`config.mk`:
```
export PLATFORM = sky130hd
export DESIGN_NAME = uwb_tag_frame_receiver_unit
export DESIGN_NICKNAME = d
export VERILOG_FILES = /design/src/sv/utfr_pkg.sv /design/src/sv/utfr_ram.sv /design/src/sv/utfr_front.sv /design/src/sv/utfr_seq.sv /design/src/sv/uwb_tag_frame_receiver_unit.sv
export SDC_FILE = /design/constraint.sdc
export NUM_CORES = 1
export LEC_CHECK = 0
export ABC_AREA = 1
export BUFFER_PORTS_ARGS = -buffer_cell sky130_fd_sc_hd__buf_4
export CAP_MARGIN = 20
export CORE_MARGIN = 2
export CORE_UTILIZATION = 25
export DETAILED_ROUTE_END_ITERATION = 8
export PLACE_DENSITY = 0.44
export SETUP_SLACK_MARGIN = 0.3
export SLEW_MARGIN = 30
export SYNTH_ARGS = -nofsm -noshare
export SYNTH_HDL_FRONTEND = slang
export SYNTH_HIERARCHICAL = 1
export SYNTH_SLANG_ARGS = --single-unit
```
`constraint.sdc`:
```
create_clock -name i_clk -period 4.19 [get_ports i_clk]
set_clock_uncertainty 0.1 [all_clocks]
set_input_delay 0.838 -clock i_clk [delete_from_list [all_inputs] [get_ports i_clk]]
set_output_delay 0.838 -clock i_clk [all_outputs]
set_load 0.1 [all_outputs]
```
`src/sv/utfr_pkg.sv`:
```
// shared types, constants and the field-walk microprogram of the tag frame receiver
// no dependencies
`default_nettype none

package utfr_pkg;

    localparam int FRAME_BYTES = 128;
    localparam int FRAME_AW    = $clog2(FRAME_BYTES);
    localparam int N_FIELDS    = 35;
    localparam int FIELD_IDX_W = 6;
    localparam int VALUE_W     = 32;

    localparam logic [7:0] HDR0 = 8'h55;
    localparam logic [7:0] HDR1 = 8'h01;
    localparam logic [7:0] SUM_HDR = 8'(HDR0 + HDR1);

    localparam logic [FRAME_AW-1:0] HDR0_POS       = FRAME_AW'(0);
    localparam logic [FRAME_AW-1:0] HDR1_POS       = FRAME_AW'(1);
    localparam logic [FRAME_AW-1:0] FIRST_BODY_POS = FRAME_AW'(2);
    localparam logic [FRAME_AW-1:0] LAST_POS       = FRAME_AW'(FRAME_BYTES - 1);

    localparam logic [FIELD_IDX_W-1:0] LAST_FIELD = FIELD_IDX_W'(N_FIELDS - 1);

    // byte count minus one of a field
    localparam logic [1:0] NB_1 = 2'd0;
    localparam logic [1:0] NB_2 = 2'd1;
    localparam logic [1:0] NB_3 = 2'd2;
    localparam logic [1:0] NB_4 = 2'd3;

    typedef enum logic [1:0] {
        RX_HUNT,
        RX_HDR,
        RX_BODY
    } t_rx_phase;

    typedef enum logic [1:0] {
        SEQ_IDLE,
        SEQ_READ,
        SEQ_CAPT,
        SEQ_EMIT
    } t_seq_state;

    typedef struct packed {
        logic go;
        logic err;
    } t_seq_start;

    typedef struct packed {
        logic [FIELD_IDX_W-1:0] field_index;
        logic [VALUE_W-1:0]     field_value;
        logic                   status;
        logic                   last;
    } t_result;

    typedef struct packed {
        logic [FRAME_AW-1:0] offset;
        logic [1:0]          nbm1;
        logic                sext;
        logic                last;
    } t_ucode;

    function automatic t_ucode uc_word(input int off, input logic [1:0] nbm1,
                                       input logic sext, input logic last);
        t_ucode w;
        w.offset = FRAME_AW'(off);
        w.nbm1   = nbm1;
        w.sext   = sext;
        w.last   = last;
        return w;
    endfunction

    function automatic t_ucode ucode_rom(input logic [FIELD_IDX_W-1:0] a);
        t_ucode w;
        case (a)
            6'd0:    w = uc_word(2,   NB_1, 1'b0, 1'b0);
            6'd1:    w = uc_word(3,   NB_1, 1'b0, 1'b0);
            6'd2:    w = uc_word(4,   NB_3, 1'b1, 1'b0);
            6'd3:    w = uc_word(7,   NB_3, 1'b1, 1'b0);
            6'd4:    w = uc_word(10,  NB_3, 1'b1, 1'b0);
            6'd5:    w = uc_word(13,  NB_3, 1'b1, 1'b0);
            6'd6:    w = uc_word(16,  NB_3, 1'b1, 1'b0);
            6'd7:    w = uc_word(19,  NB_3, 1'b1, 1'b0);
            6'd8:    w = uc_word(22,  NB_3, 1'b1, 1'b0);
            6'd9:    w = uc_word(25,  NB_3, 1'b1, 1'b0);
            6'd10:   w = uc_word(28,  NB_3, 1'b1, 1'b0);
            6'd11:   w = uc_word(31,  NB_3, 1'b1, 1'b0);
            6'd12:   w = uc_word(34,  NB_3, 1'b1, 1'b0);
            6'd13:   w = uc_word(37,  NB_3, 1'b1, 1'b0);
            6'd14:   w = uc_word(40,  NB_3, 1'b1, 1'b0);
            6'd15:   w = uc_word(43,  NB_3, 1'b1, 1'b0);
            6'd16:   w = uc_word(46,  NB_4, 1'b0, 1'b0);
            6'd17:   w = uc_word(50,  NB_4, 1'b0, 1'b0);
            6'd18:   w = uc_word(54,  NB_4, 1'b0, 1'b0);
            6'd19:   w = uc_word(58,  NB_4, 1'b0, 1'b0);
            6'd20:   w = uc_word(62,  NB_4, 1'b0, 1'b0);
            6'd21:   w = uc_word(66,  NB_4, 1'b0, 1'b0);
            6'd22:   w = uc_word(82,  NB_2, 1'b1, 1'b0);
            6'd23:   w = uc_word(84,  NB_2, 1'b1, 1'b0);
            6'd24:   w = uc_word(86,  NB_2, 1'b1, 1'b0);
            6'd25:   w = uc_word(88,  NB_4, 1'b0, 1'b0);
            6'd26:   w = uc_word(92,  NB_4, 1'b0, 1'b0);
            6'd27:   w = uc_word(96,  NB_4, 1'b0, 1'b0);
            6'd28:   w = uc_word(100, NB_4, 1'b0, 1'b0);
            6'd29:   w = uc_word(108, NB_4, 1'b0, 1'b0);
            6'd30:   w = uc_word(112, NB_4, 1'b0, 1'b0);
            6'd31:   w = uc_word(117, NB_1, 1'b0, 1'b0);
            6'd32:   w = uc_word(118, NB_1, 1'b0, 1'b0);
            6'd33:   w = uc_word(119, NB_1, 1'b0, 1'b0);
            6'd34:   w = uc_word(120, NB_2, 1'b0, 1'b1);
            default: w = uc_word(120, NB_2, 1'b0, 1'b1);
        endcase
        return w;
    endfunction

endpackage

`default_nettype wire

```
`src/sv/utfr_ram.sv`:
```
// generic single-write, single-read ram with registered read data
// no dependencies
`default_nettype none

module utfr_ram #(
    parameter int WIDTH = 8,
    parameter int DEPTH = 128
) (
    input  wire logic                     i_clk,
    input  wire logic                     i_we,
    input  wire logic [$clog2(DEPTH)-1:0] i_waddr,
    input  wire logic [WIDTH-1:0]         i_wdata,
    input  wire logic                     i_re,
    input  wire logic [$clog2(DEPTH)-1:0] i_raddr,
    output logic      [WIDTH-1:0]         o_rdata
);

    logic [WIDTH-1:0] r_mem [DEPTH];

    always_ff @(posedge i_clk) begin
        if (i_we) begin
            r_mem[i_waddr] <= i_wdata;
        end
        if (i_re) begin
            o_rdata <= r_mem[i_raddr];
        end
    end

endmodule

`default_nettype wire

```
`src/sv/utfr_front.sv`:
```
// receive front: header hunt, frame byte store writes and running checksum
// depends on utfr_pkg
`default_nettype none

module utfr_front
    import utfr_pkg::*;
(
    input  wire logic                i_clk,
    input  wire logic                i_rst_n,
    input  wire logic                i_accept,
    input  wire logic [7:0]          i_rx_byte,
    output logic                     o_we,
    output logic      [FRAME_AW-1:0] o_waddr,
    output logic      [7:0]          o_wdata,
    output t_seq_start               o_start
);

    t_rx_phase           r_phase, n_phase;
    logic [FRAME_AW-1:0] r_pos, n_pos;
    logic [7:0]          r_sum, n_sum;

    always_ff @(posedge i_clk) begin
        if (!i_rst_n) begin
            r_phase <= RX_HUNT;
            r_pos   <= '0;
            r_sum   <= '0;
        end else begin
            r_phase <= n_phase;
            r_pos   <= n_pos;
            r_sum   <= n_sum;
        end
    end

    always_comb begin
        n_phase       = r_phase;
        n_pos         = r_pos;
        n_sum         = r_sum;
        o_we          = 1'b0;
        o_waddr       = r_pos;
        o_wdata       = i_rx_byte;
        o_start.go    = 1'b0;
        o_start.err   = 1'b0;
        if (i_accept) begin
            case (r_phase)
                RX_HUNT: begin
                    if (i_rx_byte == HDR0) begin
                        o_we    = 1'b1;
                        o_waddr = HDR0_POS;
                        n_phase = RX_HDR;
                    end
                end
                RX_HDR: begin
                    if (i_rx_byte == HDR1) begin
                        o_we    = 1'b1;
                        o_waddr = HDR1_POS;
                        n_sum   = SUM_HDR;
                        n_pos   = FIRST_BODY_POS;
                        n_phase = RX_BODY;
                    end else begin
                        n_phase = RX_HUNT;
                    end
                end
                RX_BODY: begin
                    o_we = 1'b1;
                    if (r_pos != LAST_POS) begin
                        n_sum = r_sum + i_rx_byte;
                        n_pos = r_pos + 1'b1;
                    end else begin
                        n_phase     = RX_HUNT;
                        n_pos       = '0;
                        o_start.go  = 1'b1;
                        o_start.err = (i_rx_byte != r_sum);
                    end
                end
                default: begin
                    n_phase = RX_HUNT;
                end
            endcase
        end
    end

endmodule

`default_nettype wire

```
`src/sv/utfr_seq.sv`:
```
// microcoded field walker: steps through the field program, reads the frame
// store a byte at a time and assembles each result; depends on utfr_pkg
`default_nettype none

module utfr_seq
    import utfr_pkg::*;
(
    input  wire logic                i_clk,
    input  wire logic                i_rst_n,
    input  wire t_seq_start          i_start,
    input  wire logic                i_out_free,
    input  wire logic [7:0]          i_rdata,
    output logic                     o_re,
    output logic      [FRAME_AW-1:0] o_raddr,
    output logic                     o_busy,
    output logic                     o_emit,
    output t_result                  o_result
);

    t_seq_state             r_state, n_state;
    logic [FIELD_IDX_W-1:0] r_upc, n_upc;
    logic [1:0]             r_bcnt, n_bcnt;
    logic [VALUE_W-1:0]     r_acc, n_acc;
    logic                   r_err, n_err;
    t_ucode                 uc;
    logic [VALUE_W-1:0]     ext_value;

    assign uc = ucode_rom(r_upc);

    always_ff @(posedge i_clk) begin
        if (!i_rst_n) begin
            r_state <= SEQ_IDLE;
            r_upc   <= '0;
            r_bcnt  <= '0;
            r_err   <= 1'b0;
        end else begin
            r_state <= n_state;
            r_upc   <= n_upc;
            r_bcnt  <= n_bcnt;
            r_err   <= n_err;
        end
    end

    always_ff @(posedge i_clk) begin
        r_acc <= n_acc;
    end

    always_comb begin
        ext_value = r_acc;
        if (uc.sext) begin
            case (uc.nbm1)
                NB_3:    ext_value = {{8{r_acc[23]}}, r_acc[23:0]};
                NB_2:    ext_value = {{16{r_acc[15]}}, r_acc[15:0]};
                default: ext_value = r_acc;
            endcase
        end
    end

    always_comb begin
        n_state  = r_state;
        n_upc    = r_upc;
        n_bcnt   = r_bcnt;
        n_acc    = r_acc;
        n_err    = r_err;
        o_re     = 1'b0;
        o_raddr  = uc.offset + FRAME_AW'(r_bcnt);
        o_emit   = 1'b0;
        o_busy   = (r_state != SEQ_IDLE);
        o_result.field_index = r_upc;
        o_result.field_value = ext_value;
        o_result.status      = 1'b0;
        o_result.last        = uc.last;
        if (r_err) begin
            o_result.field_index = '0;
            o_result.field_value = '0;
            o_result.status      = 1'b1;
            o_result.last        = 1'b1;
        end
        case (r_state)
            SEQ_IDLE: begin
                if (i_start.go) begin
                    n_upc   = '0;
                    n_bcnt  = '0;
                    n_acc   = '0;
                    n_err   = i_start.err;
                    n_state = i_start.err ? SEQ_EMIT : SEQ_READ;
                end
            end
            SEQ_READ: begin
                o_re    = 1'b1;
                n_state = SEQ_CAPT;
            end
            SEQ_CAPT: begin
                case (r_bcnt)
                    2'd0:    n_acc[7:0]   = i_rdata;
                    2'd1:    n_acc[15:8]  = i_rdata;
                    2'd2:    n_acc[23:16] = i_rdata;
                    default: n_acc[31:24] = i_rdata;
                endcase
                if (r_bcnt == uc.nbm1) begin
                    n_state = SEQ_EMIT;
                end else begin
                    n_bcnt  = r_bcnt + 1'b1;
                    n_state = SEQ_READ;
                end
            end
            SEQ_EMIT: begin
                o_emit = 1'b1;
                if (i_out_free) begin
                    if (r_err || uc.last) begin
                        n_err   = 1'b0;
                        n_state = SEQ_IDLE;
                    end else begin
                        n_upc   = r_upc + 1'b1;
                        n_bcnt  = '0;
                        n_acc   = '0;
                        n_state = SEQ_READ;
                    end
                end
            end
            default: begin
                n_state = SEQ_IDLE;
            end
        endcase
    end

endmodule

`default_nettype wire

```
`src/sv/uwb_tag_frame_receiver_unit.sv`:
```
// top level of the tag frame receiver: front, frame store, field walker, output register
// depends on utfr_pkg, utfr_ram, utfr_front, utfr_seq
`default_nettype none

// Receives one byte per transaction and accepts a byte every cycle while a frame is being
// collected. Frames start with 0x55 0x01 and are 128 bytes long; byte 127 is the 8-bit
// additive checksum of bytes 0..126. After the checksum byte the input stalls while the
// result transactions are produced: a bad frame gives one error result, a good frame
// gives 35 field results, with each frame byte of a field read through the single read
// port of the frame store before the field is handed over; the walk also waits while
// the output is stalled. The last result of a frame may still wait in the output register
// while the next frame's bytes are taken. No clearing pass after reset.
module uwb_tag_frame_receiver_unit
    import utfr_pkg::*;
(
    input  wire logic                   i_clk,
    input  wire logic                   i_rst_n,
    input  wire logic                   i_valid,
    output logic                        o_stall,
    input  wire logic [7:0]             i_rx_byte,
    output logic                        o_valid,
    input  wire logic                   i_stall,
    output logic      [FIELD_IDX_W-1:0] o_field_index,
    output logic      [VALUE_W-1:0]     o_field_value,
    output logic                        o_status,
    output logic                        o_last
);

    logic                accept;
    logic                we;
    logic [FRAME_AW-1:0] waddr;
    logic [7:0]          wdata;
    logic                re;
    logic [FRAME_AW-1:0] raddr;
    logic [7:0]          rdata;
    t_seq_start          start;
    logic                busy;
    logic                emit;
    logic                out_free;
    t_result             result;
    logic                r_out_valid;
    t_result             r_out;

    assign o_stall  = busy;
    assign accept   = i_valid && !busy;
    assign out_free = !r_out_valid || !i_stall;

    utfr_front u_front (
        .i_clk     (i_clk),
        .i_rst_n   (i_rst_n),
        .i_accept  (accept),
        .i_rx_byte (i_rx_byte),
        .o_we      (we),
        .o_waddr   (waddr),
        .o_wdata   (wdata),
        .o_start   (start)
    );

    utfr_ram #(
        .WIDTH (8),
        .DEPTH (FRAME_BYTES)
    ) u_store (
        .i_clk   (i_clk),
        .i_we    (we),
        .i_waddr (waddr),
        .i_wdata (wdata),
        .i_re    (re),
        .i_raddr (raddr),
        .o_rdata (rdata)
    );

    utfr_seq u_seq (
        .i_clk      (i_clk),
        .i_rst_n    (i_rst_n),
        .i_start    (start),
        .i_out_free (out_free),
        .i_rdata    (rdata),
        .o_re       (re),
        .o_raddr    (raddr),
        .o_busy     (busy),
        .o_emit     (emit),
        .o_result   (result)
    );

    always_ff @(posedge i_clk) begin
        if (!i_rst_n) begin
            r_out_valid <= 1'b0;
        end else if (out_free) begin
            r_out_valid <= emit;
        end
    end

    always_ff @(posedge i_clk) begin
        if (emit && out_free) begin
            r_out <= result;
        end
    end

    assign o_valid       = r_out_valid;
    assign o_field_index = r_out.field_index;
    assign o_field_value = r_out.field_value;
    assign o_status      = r_out.status;
    assign o_last        = r_out.last;

endmodule

`default_nettype wire

```
# Word level (Yosys, flattened, before mapping)
# Memory sizes are Yosys's and may differ from the RTL's. A register that Yosys moved wholly into a read port is not among the register bits.
# Index checks and enable logic that the tools add are counted.
# classes
addsub,5
multipliers,0
n_div,0
magnitude_cmp,0
eq_ne,27
shift,0
mux,57
bitwise_logic,0
reduce_logical,26
# op_table
operator,count
32-bit 2-to-1 mux,4
32-bit case mux with 3 select lines,1
32-bit case mux with 2 select lines,1
8-bit 2-to-1 mux,6
7-bit 2-to-1 mux,5
2-bit 2-to-1 mux,15
6-bit 2-to-1 mux,5
7-bit case mux with 2 select lines,2
5-bit AND reduction,5
"2-bit inequality test, second input constant",9
8-bit case mux with 2 select lines,1
2-bit case mux with 3 select lines,2
6-bit case mux with 2 select lines,1
4-bit AND reduction,3
1-bit 2-to-1 mux,11
"2-bit equality test, second input constant",5
8-bit adder,1
"2-bit by 1-bit equality test with 1-bit output, second input constant",4
"8-bit by 1-bit equality test with 1-bit output, second input constant",1
"8-bit by 7-bit equality test with 1-bit output, second input constant",1
"2-bit by 1-bit inequality test with 1-bit output, second input constant",4
8-bit inequality test,1
2-bit case mux with 4 select lines,1
"7-bit by 1-bit adder with 7-bit output, second input constant",1
other kinds (16),25
# totals
regBits,101
latchBits,0
mem_bits_rw,1024
romBits,704
inputBits,12
wordCells,133
n_memories,2
# memory_table
name,depth,width,read_ports,rd_ports_with_merged_regs,write_ports,line,text
u_store.r_mem,128,8,1,1,1,utfr_ram.sv:18,logic [WIDTH-1:0] r_mem [DEPTH];
(no name shown),64,11,1,1,0,utfr_pkg.sv:74,case (a)

# Longest topological paths before layout
# logic_depth
depth_word,8
ltp_mapped,22
mapped_depth_nobuf,22

# By module
# The synthesis kept the hierarchy.
# modules_own_cells
mod,instances,cells_each,area_per_inst_um2,seq_area_each_um2
utfr_ram,1,3575,42184.2,30989.7
utfr_seq,1,376,3061.7,1401.3
utfr_front,1,238,1487.7,340.3
uwb_tag_frame_receiver_unit,1,48,1256.2,1221.2

# Worst setup path before layout
# Ideal clock, no wire load.
# synth_path
path_kind,register to register
from,register u_seq.r_state[1]
to,memory u_store.r_mem[105][0] (enable)
setup_ps,370
arrival_ps,3228
required_ps,3720
slack_ps,492
stages_incl_launch_ff,14
cell_sequence,dfxtp_1 > nor2_1 > inv_1 > nor2_1 > inv_2 > nor2_1 > nand4_1 > o21ai_2 > a22oi_1 > inv_1 > nor3_1 > nand2_1 > clkbuf_1 > nor2_1
# synth_between
elab_cells_between_ends,7
cone_classes,4 x mux; 3 x reduce/logical
# synth_lines
element,line,text
start: declaration,utfr_seq.sv:20,"t_seq_state r_state, n_state;"
start signal: assignment,utfr_seq.sv:37,r_state <= n_state;
2-bit nonzero test,utfr_seq.sv:68,o_busy = (r_state != SEQ_IDLE);
named net o_stall,uwb_tag_frame_receiver_unit.sv:19,"output logic o_stall,"
1-bit logical NOT,uwb_tag_frame_receiver_unit.sv:45,assign accept = i_valid && !busy;
1-bit logical AND,uwb_tag_frame_receiver_unit.sv:45,
named net accept,uwb_tag_frame_receiver_unit.sv:29,logic accept;
7-bit 2-to-1 mux,utfr_front.sv:43,if (i_accept) begin
named net waddr[0],uwb_tag_frame_receiver_unit.sv:31,logic [FRAME_AW-1:0] waddr;
end: declaration,utfr_ram.sv:18,
# The timed path passes the listed nets, and every way through them passes these cells.

# Worst setup path after layout
# layout_path
from,register u_seq.r_bcnt[0]
to,"register u_store.o_rdata[2] (read register of u_store.r_mem), data pin"
# layout_between
elab_chain_cells,1
# layout_lines
element,line,text
start: declaration,utfr_seq.sv:22,"logic [1:0] r_bcnt, n_bcnt;"
start signal: assignment,utfr_seq.sv:39,r_bcnt <= n_bcnt;
7-bit by 2-bit adder with 7-bit output,utfr_seq.sv:66,o_raddr = uc.offset + FRAME_AW'(r_bcnt);
named net raddr[1],uwb_tag_frame_receiver_unit.sv:34,logic [FRAME_AW-1:0] raddr;
end: declaration,utfr_ram.sv:15,output logic [WIDTH-1:0] o_rdata
# The timed path passes the listed nets, and every way through them passes these cells.
# A chain may end at the register's enable or synchronous reset.

==> reports/qor.yml <==
track_usage_pct: 13.8
intPower_mw: 18.5
hold_path_startpoint: "i_stall"
syn_area_um2: 48000
cts_hold_repair.buffers: 0
met1_usage_pct: 18.7
tightest_slew_ns: 0.936
synth_edf_count: 1104
cap_violations: 0
grt_pass1_wl_mm: 204
cts_made_buffers: 121
synth-compound-area-share_pct: 0.910
globalplace.congestion: 0.814
layout.nets: 4408
clock_latency_ns: 0.74
cp_num_buf_inv: 5
seqPwrFrac_pct: 53.8
regToRegStartpoint: "u_seq/r_bcnt[0]$_SDFFE_PN0P_"
crit_chain: "ha_4, inv_1, fa_1, inv_8, inv_8, buf_12, buf_12, nand3_1, nand3_1, nand3_1, nand2_1, nand2_1, nand3_1, nand2_1, nand2_1, nand2_1"
fmax_mhz: 273
synth.area.top_cells: "edfxtp_1, nand2_1, nand3_1"
post-route-util_pct: 29.4
share_comb_of_total_power_pct: 1.5
h-tree-depth: 3
setup_tns_ns: 0
io_pins: 54
place_area_um2: 52100
use_met2_pct: 22.4
synthCells: 4237
power.share.clock_pct: 44.6
clockBufferDepth: 3
synth-seq-cells: 1144
synth_top_area_share_pct: 69.1
syn2layout_area_growth_pct: 16.5
rows: 160
dp.cells: 6758
r2r_slack_ns: 0.53
min_path_cells: 3
period_minus_slack_ns: 3.66
vias: 31148
yosysTopAreaCell: "edfxtp_1"
cp.arrival_ns: 4.01
grt-busiest-layer: "met2"
synth_fa_ha_area_share_pct: 0.683
synth_top_family_by_area: "simple AND/OR/NAND/NOR gates"
hold_viol_final: 0
hold_end: "o_valid$_SDFFE_PN0P_"
yosysUniqueCellTypes: 45
final-max-slew-violation-count: 0
ys.flop_type: "edfxtp_1"
async_reset_ff_share_pct: 0
dr.pass1.iters: 6
coreArea_um2: 190000
grt_start_max_net_pins: 147
dieArea_um2: 195000
hold_path.class: "in2reg"
avgSynthCellArea_um2: 11.3
synth_mux_area_share_pct: 0
critPathSlowestCell: "fa_1"
rsz0062_at_grt: "yes"
critPathMaxStageDelay_ns: 0.59
use_met3_pct: 2.24
die_y_um: 442
required_ns: 4.54
design_area_um2: 55900
powerDensity_nw_per_um2: 416
worstSetupPathType: "reg2reg"
hpwl_mm: 80.5
fillers: 19584
clock-root-buffer: "clkbuf_16"
cpMostUsedCell: "nand2_1"
drive_gt1_share_pct: 11.1
finalNonFillerCells: 6986
path_max_fanout: 72
clk_pin_slew_ns: 0.06
die_x_um: 442
r2r_cells: 16
drt-vias-per-instance: 4.46
antenna_found_initial: 3
cts_tree: "yes"
startpoint_type: "register"
yosys.area_share.simple_pct: 23.3
totalWireLength_mm: 138
avgRoutedWirePerCell_um: 19.7
initial_utilization_pct: 25.2
ys_seq_area_share_pct: 70.7
synthesis.nets: 4274
io_buffers: 53
drtAntennaViolNets: 0
setup_viol: 0
yosys_warnings: 6
switching_share_pct: 20.7
worstReg2RegEnd: "u_store/o_rdata[2]$_DFFE_PP_"
outcome: "finished, final reports clean"
slew_headroom_pct: 37.6
first_global_vias: 30589
end_kind: "register"
drtIter0Drc: 2467
cp_top_family: "simple AND/OR/NAND/NOR gates"
fin_crit_sh_pct: 87.4
whs_ns: 0.289
synth_xor_area_share_pct: 0.146
drc: 0
p_switching_mw: 4.82
cts_sinks: 1144
ir_worst_vdd_uv: 356
grt_overflow: 0
leakagePower_nw: 19.9
==> repair_timing <==
action	CTS	global route
setup endpoints to repair	0	32
setup buffers	0	0
gates resized for setup	0	4
==> per-stage QoR <==
| step | total power [mW] | setup slack, ns |
|---|---|---|
| after floorplan | 12.9 | 0.492 |
| after global placement | 13.1 | 0.374 |
| after detailed placement | 13.1 | 0.313 |
| after CTS | 23.6 | 0.486 |
| after global routing | 24.0 | 0.291 |
| final | 23.3 | 0.527 |
==> worst register-to-register path, delay by kind of cell (launching register included) <==
family                   cells  cell delay, ns
buffers and inverters        5            1.03
adder cells (fa/ha/maj)      2            0.77
flip-flops                   1            0.48
AND/OR/NAND/NOR              9            0.99
==> power groups by stage <==
stage	sequential, mW	combinational (mW)	clock [mW]
finish	12.5	0.356	10.4
global route	12.5	0.390	11.1
CTS	12.5	0.365	10.7
detailed placement	12.8	0.365	0
global placement	12.8	0.366	0
floorplan	12.8	0.159	0
==> how the worst max path moves through the flow <==
stage	from	endpoint	depth (start not counted)	slack, ns
6_report	u_seq/r_bcnt[0]$_SDFFE_PN0P_	u_store/o_rdata[2]$_DFFE_PP_	16	0.53
4_1_cts	u_seq/r_state[1]$_SDFFE_PN0N_	u_store/r_mem[52][0]$_DFFE_PP_	14	0.49
2_1_floorplan	u_seq/r_state[1]$_SDFFE_PN0N_	u_store/r_mem[105][0]$_DFFE_PP_	13	0.49
5_1_grt	u_seq/r_state[1]$_SDFFE_PN0N_	u_store/r_mem[126][6]$_DFFE_PP_	12	0.29
3_5_place_dp	i_rx_byte[1]	u_store/r_mem[111][3]$_DFFE_PP_	13	0.31
3_3_place_gp	i_valid	u_store/r_mem[52][5]$_DFFE_PP_	14	0.37
==> routing by layer <==
metal	routed length (um)	vias up
met2	64100	739
met5	0	-
met4	3850	0
met3	7200	192
met1	62300	15220
li1	-	14997
==> layout make-up <==
cell class / instances / area, um2 / share of cell area (%)
antenna: 2 / 5.00 / 0.00895
clock buffer: 156 / 3210 / 5.74
clock inverter: 69 / 573 / 1.03
inverter: 139 / 557 / 0.996
multi-input combinational: 2702 / 12100 / 21.6
sequential: 1144 / 34000 / 60.8
tap: 2511 / 3140 / 5.62
timing repair buffer: 263 / 2350 / 4.21
==> Yosys cell counts (7+ instances only) <==
cell type	count
nand3_1	978
nand4_1	9
ha_1	23
a21oi_1	39
buf_1	15
o21ai_1	7
nand2_1	1336
nor2_1	224
nand2_2	12
buf_4	50
buf_6	24
clkbuf_1	39
nor3_1	10
inv_2	12
inv_1	124
edfxtp_1	1104
o21ai_0	9
buf_2	123
dfxtp_1	40
==> sequential cells by signal, summed over array words and instances, names as in the netlist <==
name / flops
u_store/r_mem: 1024
o_field_value: 32
u_seq/r_acc: 32
u_seq/uc: 11
u_front/r_sum: 8
u_store/o_rdata: 8
u_front/r_pos: 7
o_field_index: 6
u_seq/r_upc: 6
u_front/r_phase: 2
u_seq/r_bcnt: 2
u_seq/r_state: 2
o_last: 1
o_status: 1
o_valid: 1
u_seq/r_err: 1
==> placed cells by master (no fill, tap or decap), types with 3 or more instances in the layout <==
cell,synthesis,layout
buf_6,24,11
buf_12,0,27
nand4_1,9,9
clkbuf_8,1,3
o21ai_1,7,7
buf_4,50,225
nand3_2,5,5
clkbuf_1,39,31
clkinv_2,1,23
nor2_2,5,10
clkinv_1,1,30
nor2_4,4,4
inv_1,124,122
clkinvlp_4,0,5
xnor2_2,0,3
clkbuf_16,0,122
edfxtp_1,1104,1104
nor2_1,224,219
nand2_1,1336,1336
a21oi_1,39,38
dfxtp_1,40,40
o21ai_0,9,9
a21oi_2,4,4
xor2_1,5,4
nand3_1,978,978
nand2_2,12,12
a211oi_1,4,4
ha_1,23,22
bufinv_16,0,8
inv_6,0,3
o211ai_1,5,5
inv_2,12,11
nor3_1,10,10
==> kinds of logic after synthesis <==
family	after synthesis
AND/OR/NAND/NOR	2595
flip-flops	1144
buffers and inverters	391
AO/OA/AOI/OAI	74
adder cells (fa/ha/maj)	25
XOR/XNOR	8
Note: power is estimated with default switching activity, not from simulation.
